--- src/hw/rtl/bite_jerk_density_detector_assert.svh ---
// Assertion macros for the bite jerk density detector.
// Expects clk and rst_n in the including scope; no other dependencies.
`ifndef BITE_JERK_DENSITY_DETECTOR_ASSERT_SVH
`define BITE_JERK_DENSITY_DETECTOR_ASSERT_SVH

// same-cycle implication
`define BJD_ASSERT_NOW(lbl, ante, cons) \
  lbl: assert property (@(posedge clk) disable iff (!rst_n) (ante) |-> (cons)) \
    else $error("bjd assertion failed");

// next-cycle implication
`define BJD_ASSERT_NEXT(lbl, ante, cons) \
  lbl: assert property (@(posedge clk) disable iff (!rst_n) (ante) |=> (cons)) \
    else $error("bjd assertion failed");

`endif

--- src/hw/rtl/bjd_pkg.sv ---
// Package for the bite jerk density detector: field widths, register
// indexes and reset values. No dependencies.
package bjd_pkg;

  localparam int ACC_W   = 16;
  localparam int TICK_W  = 32;
  localparam int MAG_W   = 32;
  localparam int SQ_W    = 31;
  localparam int WIN_W   = 7;
  localparam int THR_W   = 32;
  localparam int HOLD_W  = 16;
  localparam int CFG_IDX_W  = 8;
  localparam int CFG_DATA_W = 32;

  localparam int WINDOW_MAX_DEF = 64;
  localparam int WIN_FIELD_MAX  = (1 << WIN_W) - 1;

  // register indexes
  localparam logic [CFG_IDX_W-1:0] REG_WINDOW_SIZE  = 8'd0;
  localparam logic [CFG_IDX_W-1:0] REG_BITE_THR     = 8'd1;
  localparam logic [CFG_IDX_W-1:0] REG_DENSITY_THR  = 8'd2;
  localparam logic [CFG_IDX_W-1:0] REG_HOLD_TICKS   = 8'd3;

  // reset values
  localparam logic [WIN_W-1:0]  WINDOW_SIZE_RST = 7'd32;
  localparam logic [THR_W-1:0]  BITE_THR_RST    = 32'd0;
  localparam logic [WIN_W-1:0]  DENSITY_THR_RST = 7'd8;
  localparam logic [HOLD_W-1:0] HOLD_TICKS_RST  = 16'd5000;

endpackage

--- src/hw/rtl/bjd_ifs.sv ---
// Channel interfaces of the bite jerk density detector: sample input,
// result output and configuration write. Depends on bjd_pkg.
interface bjd_in_if import bjd_pkg::*; ();
  logic                     valid;
  logic                     ready;
  logic signed [ACC_W-1:0]  accel_x;
  logic signed [ACC_W-1:0]  accel_y;
  logic signed [ACC_W-1:0]  accel_z;
  logic [TICK_W-1:0]        now_tick;

  modport source (output valid, accel_x, accel_y, accel_z, now_tick, input ready);
  modport sink   (input valid, accel_x, accel_y, accel_z, now_tick, output ready);
endinterface

interface bjd_out_if import bjd_pkg::*; ();
  logic               valid;
  logic               ready;
  logic               caught;
  logic [WIN_W-1:0]   hit_count;
  logic [MAG_W-1:0]   jerk;

  modport source (output valid, caught, hit_count, jerk, input ready);
  modport sink   (input valid, caught, hit_count, jerk, output ready);
endinterface

interface bjd_cfg_if import bjd_pkg::*; ();
  logic                    valid;
  logic                    ready;
  logic [CFG_IDX_W-1:0]    index;
  logic [CFG_DATA_W-1:0]   data;

  modport source (output valid, index, data, input ready);
  modport sink   (input valid, index, data, output ready);
endinterface

--- src/hw/rtl/bite_jerk_density_detector.sv ---
// Bite jerk density detector: jerk of accelerometer magnitude, hit density
// over a sliding window, caught flag with hold time.
// Depends on bjd_pkg, bjd_ifs and bite_jerk_density_detector_assert.svh.
//
// Usage:
//  - in_ch carries one sample per transaction (accel_x/y/z, now_tick).
//  - out_ch returns exactly one result per sample (caught, hit_count, jerk),
//    in order.
//  - cfg_ch writes a register by index (0 window_size, 1 bite_thr,
//    2 density_thr, 3 hold_ticks); other indexes are dropped. cfg_ch
//    is always ready; write it only with no sample in flight.
//  - Throughput: one sample per cycle while out_ch does not stall. Results
//    pass stage 1, stage 2, stage 3 and the output register before out_ch.
//  - Pipeline: squares, magnitude sum, jerk/ring read, count update/ring
//    write, output register. The hit ring is a 1-bit synchronous memory of
//    WINDOW_MAX entries; its read is issued one stage before the write-back,
//    and a write to the same entry in that cycle is forwarded.
//  - Reset (synchronous, rst_n low) restores register defaults, empties the
//    ring and unprimes the detector. The ring is emptied by zeroing the write
//    position, the count and a wrapped flag: until the write position wraps,
//    the entry it points at reads as zero. Writing window_size does the same.
//  - When out_ch stalls, the whole pipeline holds and in_ch.ready drops only
//    while a result sits in the output register and is not being taken.
module bite_jerk_density_detector
  import bjd_pkg::*;
#(
  parameter int WINDOW_MAX = WINDOW_MAX_DEF
) (
  input  logic       clk,
  input  logic       rst_n,
  bjd_in_if.sink     in_ch,
  bjd_out_if.source  out_ch,
  bjd_cfg_if.sink    cfg_ch
);

  localparam int AW        = (WINDOW_MAX > 1) ? $clog2(WINDOW_MAX) : 1;
  localparam int PW        = (AW + 1 > WIN_W) ? AW + 1 : WIN_W;
  localparam int WIN_CLAMP = (WINDOW_MAX < WIN_FIELD_MAX) ? WINDOW_MAX : WIN_FIELD_MAX;

  // configuration registers
  logic [WIN_W-1:0]  window_size_r;
  logic [THR_W-1:0]  bite_thr_r;
  logic [WIN_W-1:0]  density_thr_r;
  logic [HOLD_W-1:0] hold_ticks_r;

  // detector state
  logic              primed_r;
  logic [MAG_W-1:0]  prev_mag_r;
  logic [AW-1:0]     wp_r;
  logic [WIN_W-1:0]  hit_cnt_r;
  logic              caught_r;
  logic [TICK_W-1:0] stamp_r;

  // hit ring: memory plus a flag set once the write position has wrapped
  logic              ring_mem [WINDOW_MAX];
  logic              lap_r;
  logic              rd_bit_r;
  logic              rd_vld_r;
  logic              fwd_r;
  logic              fwd_bit_r;

  // pipeline stage 1: squares
  logic              s1_v_r, s1_prime_r;
  logic [SQ_W-1:0]   s1_sqx_r, s1_sqy_r, s1_sqz_r;
  logic [TICK_W-1:0] s1_tick_r;
  // stage 2: magnitude
  logic              s2_v_r, s2_prime_r;
  logic [MAG_W-1:0]  s2_mag_r;
  logic [TICK_W-1:0] s2_tick_r;
  // stage 3: jerk, ring read data available
  logic              s3_v_r, s3_prime_r;
  logic [MAG_W-1:0]  s3_jerk_r;
  logic [AW-1:0]     s3_pos_r;
  logic [TICK_W-1:0] s3_tick_r;
  // output register
  logic              out_v_r;
  logic              out_caught_r;
  logic [WIN_W-1:0]  out_cnt_r;
  logic [MAG_W-1:0]  out_jerk_r;

  logic              advance;
  logic              in_acc;
  logic              cfg_acc;
  logic              win_clr;
  logic [WIN_W-1:0]  size_eff;
  logic              size_nz;
  logic signed [2*ACC_W-1:0] px, py, pz;
  logic [MAG_W-1:0]  mag_sum;
  logic [MAG_W-1:0]  jerk_calc;
  logic [PW-1:0]     wp_inc;
  logic              wp_wrap;
  logic [AW-1:0]     wp_nxt;
  logic              s3_hit;
  logic              s3_old;
  logic              s3_wr;
  logic [WIN_W-1:0]  cnt_upd;
  logic [WIN_W-1:0]  cnt_nxt;
  logic              caught_nxt;
  logic [TICK_W-1:0] stamp_nxt;
  logic [TICK_W-1:0] since_stamp;

  assign advance  = !out_v_r || out_ch.ready;
  assign in_acc   = in_ch.valid && advance;
  assign cfg_acc  = cfg_ch.valid;
  assign win_clr  = cfg_acc && (cfg_ch.index == REG_WINDOW_SIZE);

  assign in_ch.ready   = advance;
  assign cfg_ch.ready  = 1'b1;
  assign out_ch.valid  = out_v_r;
  assign out_ch.caught = out_caught_r;
  assign out_ch.hit_count = out_cnt_r;
  assign out_ch.jerk   = out_jerk_r;

  // oversized window is clamped to the ring depth or the field maximum, whichever is smaller
  assign size_eff = (window_size_r > WIN_W'(WIN_CLAMP)) ? WIN_W'(WIN_CLAMP) : window_size_r;
  assign size_nz  = (size_eff != '0);

  // stage 0/1 arithmetic
  assign px = in_ch.accel_x * in_ch.accel_x;
  assign py = in_ch.accel_y * in_ch.accel_y;
  assign pz = in_ch.accel_z * in_ch.accel_z;
  assign mag_sum = MAG_W'(s1_sqx_r) + MAG_W'(s1_sqy_r) + MAG_W'(s1_sqz_r);

  // stage 2: jerk and write-position advance
  assign jerk_calc = s2_prime_r ? '0 :
                     (s2_mag_r >= prev_mag_r) ? (s2_mag_r - prev_mag_r)
                                              : (prev_mag_r - s2_mag_r);
  assign wp_inc  = PW'(wp_r) + PW'(1);
  assign wp_wrap = (wp_inc >= PW'(size_eff));
  assign wp_nxt  = wp_wrap ? '0 : wp_inc[AW-1:0];

  // stage 3: hit bit, running count, caught flag
  assign s3_hit = (s3_jerk_r > bite_thr_r);
  assign s3_old = fwd_r ? fwd_bit_r : (rd_vld_r && rd_bit_r);
  assign s3_wr  = advance && s3_v_r && !s3_prime_r && size_nz;
  assign cnt_upd = hit_cnt_r - WIN_W'(s3_old) + WIN_W'(s3_hit);
  assign since_stamp = s3_tick_r - stamp_r;

  always_comb begin
    cnt_nxt    = hit_cnt_r;
    caught_nxt = caught_r;
    stamp_nxt  = stamp_r;
    if (!s3_prime_r) begin
      if (size_nz) begin
        cnt_nxt = cnt_upd;
      end
      if (cnt_nxt >= density_thr_r) begin
        // fresh catch: stamp is now, so the hold test cannot clear it
        caught_nxt = 1'b1;
        stamp_nxt  = s3_tick_r;
      end else if (caught_r && (since_stamp > TICK_W'(hold_ticks_r))) begin
        caught_nxt = 1'b0;
      end
    end
  end

  // ring memory: one write port (stage 3), one registered read (stage 2)
  always_ff @(posedge clk) begin
    if (s3_wr) begin
      ring_mem[s3_pos_r] <= s3_hit;
    end
    if (advance) begin
      rd_bit_r <= ring_mem[wp_r];
    end
  end

  // pipeline payload, no reset needed
  always_ff @(posedge clk) begin
    if (advance) begin
      s1_sqx_r   <= px[SQ_W-1:0];
      s1_sqy_r   <= py[SQ_W-1:0];
      s1_sqz_r   <= pz[SQ_W-1:0];
      s1_tick_r  <= in_ch.now_tick;
      s1_prime_r <= !primed_r;
      s2_mag_r   <= mag_sum;
      s2_tick_r  <= s1_tick_r;
      s2_prime_r <= s1_prime_r;
      s3_jerk_r  <= jerk_calc;
      s3_tick_r  <= s2_tick_r;
      s3_prime_r <= s2_prime_r;
      s3_pos_r   <= wp_r;
      // a write to the entry being read this cycle wins over memory data
      fwd_r      <= s3_wr && (s3_pos_r == wp_r);
      fwd_bit_r  <= s3_hit;
      if (s3_v_r) begin
        out_caught_r <= caught_nxt;
        out_cnt_r    <= cnt_nxt;
        out_jerk_r   <= s3_jerk_r;
      end
    end
  end

  // control state
  always_ff @(posedge clk) begin
    if (!rst_n) begin
      window_size_r <= WINDOW_SIZE_RST;
      bite_thr_r    <= BITE_THR_RST;
      density_thr_r <= DENSITY_THR_RST;
      hold_ticks_r  <= HOLD_TICKS_RST;
      primed_r      <= 1'b0;
      prev_mag_r    <= '0;
      wp_r          <= '0;
      hit_cnt_r     <= '0;
      caught_r      <= 1'b0;
      stamp_r       <= '0;
      lap_r         <= 1'b0;
      rd_vld_r      <= 1'b0;
      s1_v_r        <= 1'b0;
      s2_v_r        <= 1'b0;
      s3_v_r        <= 1'b0;
      out_v_r       <= 1'b0;
    end else begin
      if (advance) begin
        s1_v_r   <= in_acc;
        s2_v_r   <= s1_v_r;
        s3_v_r   <= s2_v_r;
        out_v_r  <= s3_v_r;
        // entry at the write position was written only if the ring wrapped
        rd_vld_r <= lap_r;
        if (in_acc) begin
          primed_r <= 1'b1;
        end
        if (s2_v_r) begin
          prev_mag_r <= s2_mag_r;
        end
        if (s3_v_r) begin
          caught_r  <= caught_nxt;
          stamp_r   <= stamp_nxt;
        end
      end
      // window write empties the ring; user keeps it off any sample in flight (unchecked)
      if (win_clr) begin
        wp_r      <= '0;
        hit_cnt_r <= '0;
        lap_r     <= 1'b0;
      end else if (advance) begin
        if (s2_v_r && !s2_prime_r && size_nz) begin
          wp_r <= wp_nxt;
          if (wp_wrap) begin
            lap_r <= 1'b1;
          end
        end
        if (s3_v_r) begin
          hit_cnt_r <= cnt_nxt;
        end
      end
      if (cfg_acc) begin
        case (cfg_ch.index)
          REG_WINDOW_SIZE: window_size_r <= cfg_ch.data[WIN_W-1:0];
          REG_BITE_THR:    bite_thr_r    <= cfg_ch.data[THR_W-1:0];
          REG_DENSITY_THR: density_thr_r <= cfg_ch.data[WIN_W-1:0];
          REG_HOLD_TICKS:  hold_ticks_r  <= cfg_ch.data[HOLD_W-1:0];
          default: ;
        endcase
      end
    end
  end

`include "bite_jerk_density_detector_assert.svh"

  // running count never exceeds the window
  `BJD_ASSERT_NOW(a_cnt_in_window, 1'b1, hit_cnt_r <= size_eff)
  // write position stays inside the window
  `BJD_ASSERT_NOW(a_wp_in_window, size_nz, PW'(wp_r) < PW'(size_eff))
  // a catch is only raised when the count meets the density threshold
  `BJD_ASSERT_NOW(a_catch_density, $rose(caught_r), hit_cnt_r >= density_thr_r)
  // a held result blocks new samples
  `BJD_ASSERT_NOW(a_stall_blocks_input, out_v_r && !out_ch.ready, !in_ch.ready)

endmodule

--- src/flat_wrapper.sv ---
// flat-port wrapper written by rule: the top's interface ports become plain ports
module bite_jerk_density_detector_flat import bjd_pkg::*;
#(
  parameter int WINDOW_MAX = WINDOW_MAX_DEF
)
  (clk, rst_n, in_ch_valid, in_ch_accel_x, in_ch_accel_y, in_ch_accel_z, in_ch_now_tick, in_ch_ready, out_ch_valid, out_ch_caught, out_ch_hit_count, out_ch_jerk, out_ch_ready, cfg_ch_valid, cfg_ch_index, cfg_ch_data, cfg_ch_ready);
  bjd_in_if in_ch_i ();
  bjd_out_if out_ch_i ();
  bjd_cfg_if cfg_ch_i ();
  input  logic clk;
  input  logic rst_n;
  input wire logic [$bits(in_ch_i.valid)-1:0] in_ch_valid;
  input wire logic [$bits(in_ch_i.accel_x)-1:0] in_ch_accel_x;
  input wire logic [$bits(in_ch_i.accel_y)-1:0] in_ch_accel_y;
  input wire logic [$bits(in_ch_i.accel_z)-1:0] in_ch_accel_z;
  input wire logic [$bits(in_ch_i.now_tick)-1:0] in_ch_now_tick;
  output wire logic [$bits(in_ch_i.ready)-1:0] in_ch_ready;
  output wire logic [$bits(out_ch_i.valid)-1:0] out_ch_valid;
  output wire logic [$bits(out_ch_i.caught)-1:0] out_ch_caught;
  output wire logic [$bits(out_ch_i.hit_count)-1:0] out_ch_hit_count;
  output wire logic [$bits(out_ch_i.jerk)-1:0] out_ch_jerk;
  input wire logic [$bits(out_ch_i.ready)-1:0] out_ch_ready;
  input wire logic [$bits(cfg_ch_i.valid)-1:0] cfg_ch_valid;
  input wire logic [$bits(cfg_ch_i.index)-1:0] cfg_ch_index;
  input wire logic [$bits(cfg_ch_i.data)-1:0] cfg_ch_data;
  output wire logic [$bits(cfg_ch_i.ready)-1:0] cfg_ch_ready;
  assign in_ch_i.valid = in_ch_valid;
  assign in_ch_i.accel_x = in_ch_accel_x;
  assign in_ch_i.accel_y = in_ch_accel_y;
  assign in_ch_i.accel_z = in_ch_accel_z;
  assign in_ch_i.now_tick = in_ch_now_tick;
  assign in_ch_ready = in_ch_i.ready;
  assign out_ch_valid = out_ch_i.valid;
  assign out_ch_caught = out_ch_i.caught;
  assign out_ch_hit_count = out_ch_i.hit_count;
  assign out_ch_jerk = out_ch_i.jerk;
  assign out_ch_i.ready = out_ch_ready;
  assign cfg_ch_i.valid = cfg_ch_valid;
  assign cfg_ch_i.index = cfg_ch_index;
  assign cfg_ch_i.data = cfg_ch_data;
  assign cfg_ch_ready = cfg_ch_i.ready;
  bite_jerk_density_detector #(.WINDOW_MAX(WINDOW_MAX)) u_core (.clk(clk), .rst_n(rst_n), .in_ch(in_ch_i), .out_ch(out_ch_i), .cfg_ch(cfg_ch_i));
endmodule
--- config.mk ---
export PLATFORM = sky130hd
export DESIGN_NAME = bite_jerk_density_detector_flat
export DESIGN_NICKNAME = d
export VERILOG_FILES = /design/src/hw/rtl/bjd_pkg.sv /design/src/hw/rtl/bjd_ifs.sv /design/src/hw/rtl/bite_jerk_density_detector.sv /design/src/flat_wrapper.sv
export VERILOG_INCLUDE_DIRS = /design/src /design/src/hw/rtl
export SDC_FILE = /design/constraint.sdc
export NUM_CORES = 2
export LEC_CHECK = 0
export BUFFER_PORTS_ARGS = -buffer_cell sky130_fd_sc_hd__buf_2
export CORE_ASPECT_RATIO = 0.9
export CORE_MARGIN = 2
export CORE_UTILIZATION = 65
export DETAILED_ROUTE_END_ITERATION = 8
export PLACE_DENSITY = 0.83
export SLEW_MARGIN = 20
export SYNTH_ARGS = -nofsm -noshare
export SYNTH_HDL_FRONTEND = slang
export SYNTH_SLANG_ARGS = --single-unit
--- constraint.sdc ---
create_clock -name clk -period 27.3 [get_ports clk]
set_input_delay 5.46 -clock clk [delete_from_list [all_inputs] [get_ports clk]]
set_output_delay 5.46 -clock clk [all_outputs]
set_load 0.03 [all_outputs]
======== Word-level counts from Yosys, hierarchy flattened ========
Memory sizes are Yosys's and may differ from the RTL's. A register that Yosys moved wholly into a read port is not among the register bits.
Index checks and enable logic that the tools add are counted.
operators by class
  $add $sub $neg .......................... 8
  magnitude comparators ................... 6
  div/mod/pow operators ................... 0
  shifts and indexed selects .............. 0
  $mul .................................... 3
  reductions and logical operators ........ 28
  eq/ne operators ......................... 4
  bitwise logic cells ..................... 2
  muxes and demuxes ....................... 12
operator list
  operator               number
  $sub A32 B32 Y32       3
  $mul A16 B16 Y31       3
  $add A31 B31 Y32       1
  $add A32 B31 Y32       1
  $ge A32 B32 Y1         1
  $gt A32 B16 Y1         1
  $gt A32 B32 Y1         1
  $mux W32               1
  $mux W7                4
  $eq A8 B2 Y1 const B   2
  $reduce_and A2 Y1      8
  $ge A7 B7 Y1           2
  $logic_and A1 B1 Y1    10
  $eq A8 B1 Y1 const B   1
  $logic_not A8 Y1       1
  $add A6 B1 Y7 const B  1
  $add A7 B1 Y7          1
  $gt A7 B7 Y1 const B   1
  $reduce_bool A7 Y1     1
  $sub A7 B1 Y7          1
  $eq A6 B6 Y1           1
  $mux W1                6
  $mux W6                1
  $logic_not A1 Y1       4
  5 further kinds        6
storage, ports and cells
  memories kept ........................... 1
  bits in registers ....................... 451
  memory bits (writable) .................. 64
  bits of input ports ..................... 125
  bits in read-only memories .............. 0
  bits in latches ......................... 0
  logic and storage cells ................. 97
  output and inout port bits .............. 43
memory list
  memory           words  width  rd ports  clocked after Yosys merged registers in  wr ports  line                              source
  u_core.ring_mem  64     1      1         1                                        1         bite_jerk_density_detector.sv:55  logic ring_mem [WINDOW_MAX];

======== Depth between registers and ports, before layout ========
  word-level depth ........................ 9
  mapped depth ............................ 30

======== Worst setup path after synthesis ========
No wires, ideal clock.
  path kind ............................... input -> output
  start ................................... input port out_ch_ready
  end ..................................... output port in_ch_ready
  arrival time ............................ 10795 ps
  slack ................................... 11045 ps
  stages on the path ...................... 2
  data required time ...................... 21840 ps
  cell sequence ........................... nor2b_1 > clkinv_1
on the way
  word-level cells in the longest chain between the ends .. 1
ends and longest elaborated chain
  what                line                               source
  from (decl)         flat_wrapper.sv:22                 input wire logic [$bits(out_ch_i.ready)-1:0] out_ch_ready;
  $logic_or A1 B1 Y1  bite_jerk_density_detector.sv:102  assign advance = !out_v_r || out_ch.ready;
  to (decl)           flat_wrapper.sv:17                 output wire logic [$bits(in_ch_i.ready)-1:0] in_ch_ready;
Every way passes these cells.

======== Worst setup path after layout ========
Same ends and word-level chain as after synthesis.

==> results.txt <==
----------------------------------------------------
[Setup path]
  Type of destination of the critical path ... output port
  Slowest cell on crit path ... sky130_fd_sc_hd__nor2b_1
  Largest fanout on the critical path ... between 100 and 150
  Family with the most delay on the worst path ... buffers and inverters
  Classification of the worst setup path ... in -> out
  Worst Setup Start Kind ... input port
  Critical path data arrival time ... slightly below 7 ns
  Cell-by-cell trace of the critical path ... buf_2 > nor2b_1 > inv_8 > buf_2
  Maximum cell stage delay along the critical path ... just under 0.5 ns
  Buffers plus inverters on the worst setup path ... 3
  Cell mode on critical path ... sky130_fd_sc_hd__buf_2
  Required time reported for the critical path endpoint ... roughly 22 ns

[Place]
  Weighted congestion at the end of routability-driven global placement ... 0.953
  IO buf count ... 166
  DPL Wire Length ... 89.9 mm
  Number of instances in the placed design ... roughly 6.3k

[Synthesis]
  EDFF count, synth ... 366
  Post-synthesis share of cell area spent on and, or, nand and nor gates ... between 10% and 20%
  Fraction of synthesized cell area taken by the top area cell type ... 27.5%
  Summed instance area of the synthesized netlist ... 52900 um2
  Avg Synthesized Cell Area ... 10.0 um2
  Main combinational cell family by area after synthesis ... adder cells
  Xor and xnor fraction of the mapped netlist area ... 3.84%
  Cells after synthesis ... 5267
  Part of the Yosys area used for sequential elements ... 26.4%
  Largest area contributor in the synthesized netlist ... sky130_fd_sc_hd__fa_1
  Compound-gate portion of the synthesized area ... 9.56%
  Synth Flop Type ... sky130_fd_sc_hd__edfxtp_1
  Count of warnings emitted by yosys ... 0
  Fraction of the mapped netlist area in adder cells ... 38.1%
  Top post-synthesis cells by area ... sky130_fd_sc_hd__fa_1 (27%), sky130_fd_sc_hd__edfxtp_1 (21%), sky130_fd_sc_hd__ha_1 (11%)
  Fraction of registers with async set/reset ... 0%
  FF+latch count, synth ... around 500
  Post-synthesis mux area share ... 2.32%
  Number of different library cells in the post-synthesis netlist ... 98

[STA]
  Final setup TNS ... 0 ns
  Max_slew headroom ... 29.9%
  Slew @ Worst Pin ... 1.05 ns
  Final Hold Fails ... 0
  Number of max-slew violations in the final report ... 0
  Tmin final ... between 10 and 15 ns
  Clock skew after layout ... 0.0209 ns
  Highest clock rate ... slightly above 80 MHz
  Part of the cycle the worst path needs ... 44.7%
  Total setup violations reported at the end of the flow ... 0
  Setup repair after global routing missed its margin ... no

[Clock tree]
  Number of buffers inserted by hold repair at cts ... 0
  CTS tree ... yes
  Resized Gates After CTS ... 0
  Reg clk slew, reported paths ... 0.06 ns
  Clock H-tree levels ... 2
  Buffers inserted by post-CTS timing repair ... 0
  CTS buffer count ... 54
  Maximum root-to-sink buffer count ... 3
  Clock root cell ... sky130_fd_sc_hd__clkbuf_16
  Worst skew pair latency ... 0.62 ns
  Number of clock sinks ... 513

[GRT]
  Global-route usage over all layers ... about 28%
  Wire length of the first global-routing pass ... 190 mm
  Pin count of the biggest net entering global routing ... about 110
  Overall overflow remaining after global route ... 0
  Vias in the first global route ... 37.7k
  Antenna violations before repair ... 1

[Floorplan]
  Site row count ... 99
  I/O pins ... roughly 170
  Die X ... 305 um
  Effective utilization at floorplan ... 65.4%
  Std-Cell Core Area ... 80800 um2
  Die outline area ... 83600 um2
  Die height ... 275 um

[Cells and area]
  Number of fill cells ... 5828
  Post-route non-filler standard cell count ... around 6.4k
  Area of all sequential standard cells ... 13900 um2
  Most used cells in the layout excluding fill and tap cells ... sky130_fd_sc_hd__inv_1 (1139), sky130_fd_sc_hd__fa_1 (726), sky130_fd_sc_hd__nand2_1 (477)
  Area overhead of the layout relative to synthesis ... 6.44%
  Leading cell type in the layout, fill and taps excluded ... sky130_fd_sc_hd__inv_1
  Area of combinational cells with multiple inputs ... 34000 um2
  Final Core Density ... between 60% and 70%
  Number of nets in the layout ... 6638
  N_diodes ... 0
  Layout cells sized above 1 ... ~6.5%

[Run]
  Number of maximum-capacitance constraint violations ... 0

[Route]
  Count of routing violations after the opening detailed-route iteration ... 2734
  Wire length after detailed routing ... approximately 110 mm
  Routed wirelength normalized by instance count ... around 18 um
  Number of vias in the routed layout ... 36.4k
  Router iterations before antenna repair ... 7
  Via-per-instance ratio ... roughly 5.6
  DRC Markers ... 0
  Remaining antenna violation count after routing ... 0

[Status]
  Run status ... finished, final reports clean

[Worst hold path]
  Worst Hold Class ... reg -> reg

----------------------------------------------------
-- area by class of cell --
type / count / share of cell area, %
Sequential cell: 513 / 24.8
Inverter: 1146 / 7.66
Timing Repair Buffer: 178 / 1.64
Tap cell: 1060 / 2.36
Clock inverter: 27 / 0.540
Clock buffer: 74 / 2.68
Multi-Input combinational cell: 3444 / 60.4
-- path summary, 6_finish.rpt --
kind                                           start  slack [ns]                  end  depth (start not counted)
worst max-delay path                    out_ch_ready       15.10          in_ch_ready                          4
worst min-delay path             u_core.s2_tick_r[4]        0.41  u_core.s3_tick_r[4]                          0
worst min register to register   u_core.s2_tick_r[4]        0.41  u_core.s3_tick_r[4]                          0
worst max register to register  u_core.s3_jerk_r[30]       21.24   u_core.stamp_r[26]                         25
-- routing by layer --
| metal | vias up | track usage (%) | wire length (um) |
|---|---|---|---|
| li1 | 16866 | - | - |
| met1 | 18052 | 38.9 | 48700 |
| met2 | 1272 | 47.8 | 55700 |
| met3 | 196 | 3.37 | 7470 |
| met4 | 2 | 7.09 | 2720 |
| met5 | - | 0 | 12 |
-- synthesized netlist by cell type (all sizes together) (6+ instances only) --
cell	instances
edfxtp	366
ha	450
and2	107
nand2	478
nand4	37
a31o	12
nor2b	77
inv	1140
o21a	38
a211oi	16
mux2	15
mux2i	58
a31oi	14
nor3	34
and4	6
fa	726
clkinv	6
nor2	320
buf	34
or3	8
xor2	62
nand3	46
nand2b	25
clkbuf	132
a21o	125
a221oi	8
dfxtp	147
or2	11
xnor2	170
and3	22
mux4	21
o211a	7
o21bai	52
o211ai	16
a21oi	202
o21ai	98
o31ai	7
a21boi	86
-- registers in the layout, summed over array words and instances (netlist names), 16 cells and up --
register	flops
u_core.s1_tick_r	32
u_core.out_ch.jerk	32
u_core.s1_sqx_r	30
u_core.s2_tick_r	32
u_core.hold_ticks_r	16
u_core.bite_thr_r	32
u_core.s2_mag_r	32
u_core.s3_jerk_r	32
u_core.ring_mem	64
u_core.s3_tick_r	32
u_core.stamp_r	32
u_core.s1_sqz_r	30
u_core.prev_mag_r	32
u_core.s1_sqy_r	30
-- stage by stage --
stage | cell area, um2 | hold slack (ns) | setup WS (ns)
floorplan | 52900 | 0.400 | 11.04
global placement | 54400 | 0.401 | 15.09
detailed placement | 54400 | 0.405 | 14.99
CTS | 56300 | 0.409 | 15.05
global route | 56300 | 0.423 | 14.95
finish | 56300 | 0.411 | 15.10
-- logic make-up after synthesis --
logic type | Yosys count
adder cells (fa/ha/maj) | 1176
XOR/XNOR | 232
other | 2
AND/OR/NAND/NOR | 1194
buffers and inverters | 1312
AO/OA/AOI/OAI | 744
multiplexers | 94
flip-flops | 513
Power is not shown: default switching activity piles up to over one toggle a cycle in this logic, so the estimate is an artifact.
